===== src/sv/stt_pkg.sv =====
// Shared types, character codes and token codes for the source text tokenizer.
// Holds the keyword spelling tables and character class helpers.
// No dependencies.
package stt_pkg;

  localparam int MaxResults = 7;
  localparam int ResCntW    = 3;

  typedef logic [5:0] tok_t;
  typedef logic [ResCntW-1:0] res_cnt_t;

  // Result kinds
  localparam logic ResText = 1'b0;
  localparam logic ResEnd  = 1'b1;

  // Token types
  localparam tok_t TokWord    = 6'd0;
  localparam tok_t TokString  = 6'd1;
  localparam tok_t TokSemi    = 6'd2;
  localparam tok_t TokLBrace  = 6'd3;
  localparam tok_t TokRBrace  = 6'd4;
  localparam tok_t TokLParen  = 6'd5;
  localparam tok_t TokRParen  = 6'd6;
  localparam tok_t TokDot     = 6'd7;
  localparam tok_t TokComma   = 6'd8;
  localparam tok_t TokPlus    = 6'd9;
  localparam tok_t TokMinus   = 6'd10;
  localparam tok_t TokStar    = 6'd11;
  localparam tok_t TokSlash   = 6'd12;
  localparam tok_t TokEqual   = 6'd13;
  localparam tok_t TokExcl    = 6'd14;
  localparam tok_t TokPlusEq  = 6'd15;
  localparam tok_t TokMinusEq = 6'd16;
  localparam tok_t TokStarEq  = 6'd17;
  localparam tok_t TokSlashEq = 6'd18;
  localparam tok_t TokEqEq    = 6'd19;
  localparam tok_t TokNotEq   = 6'd20;
  localparam tok_t TokIncr    = 6'd21;
  localparam tok_t TokDecr    = 6'd22;
  localparam tok_t TokLt      = 6'd23;
  localparam tok_t TokGt      = 6'd24;
  localparam tok_t TokLe      = 6'd25;
  localparam tok_t TokGe      = 6'd26;
  localparam tok_t TokLArrow  = 6'd27;
  localparam tok_t TokRArrow  = 6'd28;
  localparam tok_t TokKwBase  = 6'd29;
  localparam tok_t TokNone    = 6'd63;

  // Character codes
  localparam logic [7:0] CharQuote  = 8'h22;
  localparam logic [7:0] CharExcl   = 8'h21;
  localparam logic [7:0] CharLParen = 8'h28;
  localparam logic [7:0] CharRParen = 8'h29;
  localparam logic [7:0] CharStar   = 8'h2A;
  localparam logic [7:0] CharPlus   = 8'h2B;
  localparam logic [7:0] CharComma  = 8'h2C;
  localparam logic [7:0] CharMinus  = 8'h2D;
  localparam logic [7:0] CharDot    = 8'h2E;
  localparam logic [7:0] CharSlash  = 8'h2F;
  localparam logic [7:0] CharSemi   = 8'h3B;
  localparam logic [7:0] CharLt     = 8'h3C;
  localparam logic [7:0] CharEq     = 8'h3D;
  localparam logic [7:0] CharGt     = 8'h3E;
  localparam logic [7:0] CharLBrace = 8'h7B;
  localparam logic [7:0] CharRBrace = 8'h7D;
  localparam logic [7:0] CharSpace  = 8'h20;
  localparam logic [7:0] CharTab    = 8'h09;
  localparam logic [7:0] CharCr     = 8'h0D;

  typedef struct packed {
    logic       kind;
    tok_t       ttype;
    logic [7:0] ch;
  } stt_res_t;

  typedef stt_res_t [MaxResults-1:0] res_vec_t;

  // Keyword lengths: for, while, if, else
  function automatic logic [2:0] kw_len(input logic [1:0] k);
    logic [2:0] len;
    case (k)
      2'd0:    len = 3'd3;
      2'd1:    len = 3'd5;
      2'd2:    len = 3'd2;
      default: len = 3'd4;
    endcase
    return len;
  endfunction

  function automatic logic [7:0] kw_char(input logic [1:0] k, input logic [2:0] pos);
    logic [7:0] ch;
    ch = 8'h00;
    case (k)
      2'd0: begin
        case (pos)
          3'd0:    ch = "f";
          3'd1:    ch = "o";
          3'd2:    ch = "r";
          default: ch = 8'h00;
        endcase
      end
      2'd1: begin
        case (pos)
          3'd0:    ch = "w";
          3'd1:    ch = "h";
          3'd2:    ch = "i";
          3'd3:    ch = "l";
          3'd4:    ch = "e";
          default: ch = 8'h00;
        endcase
      end
      2'd2: begin
        case (pos)
          3'd0:    ch = "i";
          3'd1:    ch = "f";
          default: ch = 8'h00;
        endcase
      end
      default: begin
        case (pos)
          3'd0:    ch = "e";
          3'd1:    ch = "l";
          3'd2:    ch = "s";
          3'd3:    ch = "e";
          default: ch = 8'h00;
        endcase
      end
    endcase
    return ch;
  endfunction

  function automatic logic is_space(input logic [7:0] c);
    return (c inside {CharSpace, [CharTab:CharCr]});
  endfunction

  function automatic logic is_oper(input logic [7:0] c);
    return (c inside {CharPlus, CharMinus, CharStar, CharSlash,
                      CharEq, CharExcl, CharLt, CharGt});
  endfunction

  // Punctuation token type, TokNone when c is not punctuation
  function automatic tok_t punct_code(input logic [7:0] c);
    tok_t t;
    case (c)
      CharSemi:   t = TokSemi;
      CharLBrace: t = TokLBrace;
      CharRBrace: t = TokRBrace;
      CharLParen: t = TokLParen;
      CharRParen: t = TokRParen;
      CharDot:    t = TokDot;
      CharComma:  t = TokComma;
      default:    t = TokNone;
    endcase
    return t;
  endfunction

  // Single-character operator kind; '<' is the fallback
  function automatic tok_t oper_kind(input logic [7:0] c);
    tok_t t;
    case (c)
      CharPlus:  t = TokPlus;
      CharMinus: t = TokMinus;
      CharStar:  t = TokStar;
      CharSlash: t = TokSlash;
      CharEq:    t = TokEqual;
      CharExcl:  t = TokExcl;
      CharGt:    t = TokGt;
      default:   t = TokLt;
    endcase
    return t;
  endfunction

endpackage


===== src/sv/stt_out_buf.sv =====
// Result buffer: loads one character's result list and shifts it out one per transaction.
// Flags the last result of each list.
// Depends on stt_pkg.
module stt_out_buf (
  input  logic              clk_i,
  input  logic              rst_ni,
  input  logic              load_i,
  input  stt_pkg::res_vec_t res_i,
  input  stt_pkg::res_cnt_t res_cnt_i,
  output logic              free_o,
  output logic              valid_o,
  input  logic              stall_i,
  output logic              kind_o,
  output stt_pkg::tok_t     ttype_o,
  output logic [7:0]        ch_o,
  output logic              last_o
);

  stt_pkg::res_vec_t buf_q, buf_d;
  stt_pkg::res_cnt_t rem_q, rem_d;
  logic              pop;

  assign valid_o = (rem_q != '0);
  assign pop     = valid_o && !stall_i;
  assign free_o  = (rem_q == '0) || (rem_q == stt_pkg::res_cnt_t'(1) && pop);

  always_comb begin
    buf_d = buf_q;
    rem_d = rem_q;
    if (load_i) begin
      buf_d = res_i;
      rem_d = res_cnt_i;
    end else if (pop) begin
      for (int i = 0; i < stt_pkg::MaxResults - 1; i++) begin
        buf_d[i] = buf_q[i+1];
      end
      buf_d[stt_pkg::MaxResults-1] = '0;
      rem_d = rem_q - 1'b1;
    end
  end

  always_ff @(posedge clk_i or negedge rst_ni) begin
    if (!rst_ni) begin
      rem_q <= '0;
    end else begin
      rem_q <= rem_d;
    end
  end

  always_ff @(posedge clk_i) begin
    buf_q <= buf_d;
  end

  assign kind_o  = buf_q[0].kind;
  assign ttype_o = buf_q[0].ttype;
  assign ch_o    = buf_q[0].ch;
  assign last_o  = (rem_q == stt_pkg::res_cnt_t'(1));

endmodule


===== config.mk =====
export PLATFORM = sky130hd
export DESIGN_NAME = stt_out_buf
export DESIGN_NICKNAME = d
export VERILOG_FILES = /design/src/sv/stt_pkg.sv /design/src/sv/stt_out_buf.sv
export SDC_FILE = /design/constraint.sdc
export NUM_CORES = 1
export LEC_CHECK = 0
export BUFFER_PORTS_ARGS = -buffer_cell sky130_fd_sc_hd__buf_2
export CAP_MARGIN = 25
export CORE_AREA = 2 2 99 101
export CTS_BUF_LIST = sky130_fd_sc_hd__clkbuf_8
export DETAILED_ROUTE_END_ITERATION = 6
export DIE_AREA = 0 0 101 103
export MAX_ROUTING_LAYER = met4
export PLACE_DENSITY = 0.78
export SLEW_MARGIN = 20
export SYNTH_ARGS = -nofsm -noshare
export SYNTH_HDL_FRONTEND = slang
export SYNTH_SLANG_ARGS = --single-unit

===== constraint.sdc =====
create_clock -name clk_i -period 4.55 [get_ports clk_i]
set_input_delay 0.91 -clock clk_i [delete_from_list [all_inputs] [get_ports clk_i]]
set_output_delay 0.91 -clock clk_i [all_outputs]
set_load 0.02 [all_outputs]

**Word level (Yosys, flattened, before mapping)**

Index checks and enable logic that the tools add are counted.

- Register bits after elaboration: 108
- Input port bits: 112
- Output and inout port bits: 18
- Logic and storage cells: 35

- Add/subtract/negate cells: 1
- Equal/unequal tests: 1
- Mux-type cells: 4
- Reductions and logical operators: 7

Operators with widths:

| cell | number |
|---|---|
| two-way mux 105 bit | 2 |
| two-way mux 3 bit | 2 |
| == test 3 x 1 -> 1 bit (second input constant) | 1 |
| logical NOT 3 bit | 1 |
| nonzero test 3 bit | 1 |
| subtractor 3 x 1 -> 3 bit (second input constant) | 1 |
| logical AND 1 bit | 2 |
| nonzero test 2 bit | 1 |
| logical NOT 1 bit | 1 |
| logical OR 1 bit | 1 |

**Depth between registers and ports, before layout**

- Word-level depth: 4
- Gate-level depth with buffers: 5
- Depth with buffers taken out: 5

**Worst setup path after synthesis**

OpenSTA, ideal clock, no wires.

- Path type: input -> register
- From: in load_i
- To: reg buf_q[100] (netlist bit) (enable)
- Setup time: 0.471 ns
- Arrival time: 3.735 ns
- Required time: 4.079 ns
- Slack: 0.343 ns
- Stages: 4
- Buffers on the path: 3
- Path through: clkbuf_2 -> buf_6 -> clkbuf_1 -> or2_1

- Word-level cells in the longest chain between the ends: 1

Ends and longest elaborated chain:

| element | line | source |
|---|---|---|
| from (decl) | stt_out_buf.sv:7 | `input logic load_i,` |
| nonzero test 2 bit (no source line) | - |  |
| to (signal assigned) | stt_out_buf.sv:51 | `buf_q <= buf_d;` |
| to (decl) | stt_out_buf.sv:19 | `stt_pkg::res_vec_t buf_q, buf_d;` |

No other way between the ends.
A chain may end at the register's enable or synchronous reset.

**Worst setup path after layout**

- From: reg rem_q[0]
- To: out free_o

- Word-level cells in the longest chain between the ends: 4
- Elaborated cells between the ends (all ways): 6
- Those cells by class: 1 x eq/ne; 5 x reduce/logical

Ends and longest elaborated chain:

| element | line | source |
|---|---|---|
| from (decl) | stt_out_buf.sv:20 | `stt_pkg::res_cnt_t rem_q, rem_d;` |
| from (signal assigned) | stt_out_buf.sv:46 | `rem_q <= rem_d;` |
| nonzero test 3 bit | stt_out_buf.sv:23 | `assign valid_o = (rem_q != '0);` |
| logical AND 1 bit | stt_out_buf.sv:24 | `assign pop = valid_o && !stall_i;` |
| logical AND 1 bit | stt_out_buf.sv:25 | `assign free_o = (rem_q == '0) \|\| (rem_q == stt_pkg::res_cnt_t'(1) && pop);` |
| logical OR 1 bit (*) | stt_out_buf.sv:25 |  |
| to (decl) | stt_out_buf.sv:10 | `output logic free_o,` |

Every way passes the cells marked *; elsewhere a longest branch is shown, timed or not.

==> results.toml <==
[cts]
numCtsBuffers = 9
cts_tree = "done"
cts-root-buf = "clkbuf_8"
clkTransAtPathRegs_ns = 0.09
post_cts_buffers = 0
clock_sinks = 108
cts_buffer_depth = 2
clk_latency_ns = 0.36
post_cts_resized = 0
holdBufCountCts = 0
htreeDepth = 3

[grt]
grt_max_degree = 60
antenna_found_initial = 0
grt_pass1_vias = 2384
grt_use_total_pct = 14.47
grt_first_pass_wirelength_um = 11010
grt_remaining_overflow = 0

[timing]
rsz0062_at_grt = "false"
layout_setup_ws_ns = 2.018
slew_violations = 0
fin_crit_sh_pct = 55.65
clock_skew_ns = 0.01455
setup_viol = 0
tightestPinTransition_ns = 0.7924
setup_tns_ns = 0
fin_crit_ns = 2.532
relSlewSlack_pct = 47.18
hold_violations = 0
timing.fmax_ghz = 0.3950

[logic_synthesis]
synth_seq_cells = 108
yosysSeqAreaShare_pct = 68.60
synth_area_leaders = "edfxtp_1, mux2_2, buf_4"
synth_top_cell_by_area = "edfxtp_1"
syn_area_sq_um = 4706
synth_cells = 264
ys_types = 22
syn_nets = 379
yosysWarnings = 0
avgSynthCellArea_sq_um = 17.82
yosysTopAreaCellShare_pct = 67.00

[critical_path]
slowest_stage = "dfrtp_1"
worstPathRequired_ns = 3.64
r2r-start = "rem_q[0]"
r2r_cells = 6
worstPathArrival_ns = 1.62
cp_common_cell = "inv_1"
worstSetupEndpointType = "output pin"
r2r_slack_ns = 2.11
cpPeakStageDelay_ns = 0.43
start_kind = "flip-flop"
crit_type = "flip-flop to output pin"
worstPathCellList = "inv_1, ha_1, nor2b_1, inv_1, o21ai_0, buf_2"
path_delay_family = "flip-flops"
critPathBufInv = 3
cp_max_fo = 4
reg2reg_to = "buf_q[20]"

[die]
rows = 36
io_pins = 130
die_area_sq_um = 10400
coreArea_sq_um = 9459
fp.dieW_um = 101
die_h_um = 103
initial_core_util_pct = 49.75

[routing]
drc = 0
via_per_inst = 4.916
drt_iter0_drc = 78
ant_nets = 0
dr.pass1.iters = 4
drt-total-wl_um = 7344
avgRoutedWirePerCell_um = 14.75
vias = 2448

[pwr]
power_density_nw_per_um2 = 382.5
p_leak_nw = 2.214
peakVddDrop_v = 0.0001503

[final_layout]
drive_gt1_share_pct = 59.64
num_antenna_cells = 0
finalNetCount = 494
fillers = 746
syn_to_final_growth_pct = 17.18

[hold_path]
hp-class = "input pin to async pin"

[run]
drv_cap = 0

[placement]
hpwl_um = 4909
port_buffers = 129
routabilityCongestion = 0.6889
post-place-ws_ns = 1.663

[run_status]
status = "complete, no violations"
## registers in the layout (all words and copies together) (netlist names)
register,flops
buf_q,90
ch_o,8
kind_o,1
rem_q,3
ttype_o,6
## final cells by class
class / instances / area, sq um / area share [%]
tap: 114 / 142.6 / 2.587
multi-input combinational: 125 / 1254 / 22.74
sequential: 108 / 3228 / 58.54
clock inverter: 7 / 75.07 / 1.361
clock buffer: 9 / 123.9 / 2.246
timing repair buffer: 131 / 675.6 / 12.25
inverter: 4 / 15.01 / 0.2723
## synthesized netlist by cell type (all sizes together)
library cell  count
and2             15
nor2b             2
buf              24
o21ai             2
nand2b            2
clkbuf            3
o211ai            1
ha                3
or4               2
o311ai            1
nor2              2
mux2i             1
or2               1
nand2             3
edfxtp          105
inv               4
mux2             90
dfrtp             3
## worst max path at each step
stage / from / to / slack, ns / depth (start not counted)
5_1_grt: rem_q[0] / free_o / 1.90 / 6
2_1_floorplan: load_i / buf_q[100] / 0.34 / 4
3_5_place_dp: load_i / ch_o[5] / 1.66 / 3
4_1_cts: rem_q[1] / free_o / 1.99 / 6
3_3_place_gp: load_i / ch_o[0] / 1.72 / 3
6_report: rem_q[0] / free_o / 2.02 / 6
## through the flow
step	hold slack, ns	cells	power [mW]	util [%]	area, sq um
4_1_cts	0.3207	498	2.129	58.29	5514
2_1_floorplan	0.5013	264	1.486	-	4706
5_1_grt	0.3190	498	2.203	58.29	5514
6_report	0.3383	498	2.109	58.29	5514
3_3_place_gp	0.5127	482	1.544	56.19	5315
3_5_place_dp	0.5135	482	1.561	56.19	5315
## power breakdown
part / switching (mW) / internal [mW]
combinational: 0.129 / 0.136
clock: 0.318 / 0.258
sequential: 0.0286 / 1.24
total: 0.476 / 1.63
## worst register-to-register path, cell delays in order, from the launching register on
cell and delay (ns):
dfrtp_1 0.42, inv_1 0.08, ha_1 0.21, nor2b_1 0.16, nor2_1 0.20, or2_4 0.68, buf_12 0.35
## cells in the final DEF, fill, tap and decap left out, drive strengths merged, types with 3 or more instances in the layout
cell type	count
inv	7
and2	15
mux2	90
nand2	3
dfrtp	3
clkbuf	9
edfxtp	105
buf	131
ha	3
## metal layers
| metal | vias to the layer above | routed length, um | track usage [%] |
|---|---|---|---|
| met5 | - | 0 | - |
| met4 | 0 | 116 | 6.237 |
| met3 | 9 | 494 | 3.458 |
| met2 | 89 | 3388 | 22.56 |
| met1 | 1144 | 3343 | 18.26 |
| li1 | 1206 | - | - |
## cells by family after synthesis
group / share of synthesized area (%)
muxes: 21.75
buffers and inverters: 4.812
DFF: 68.60
adders and majority gates: 0.7977
AOI/OAI and AO/OA: 0.6647
and+or+nand+nor: 3.377
(Power assumes the default switching activity.)
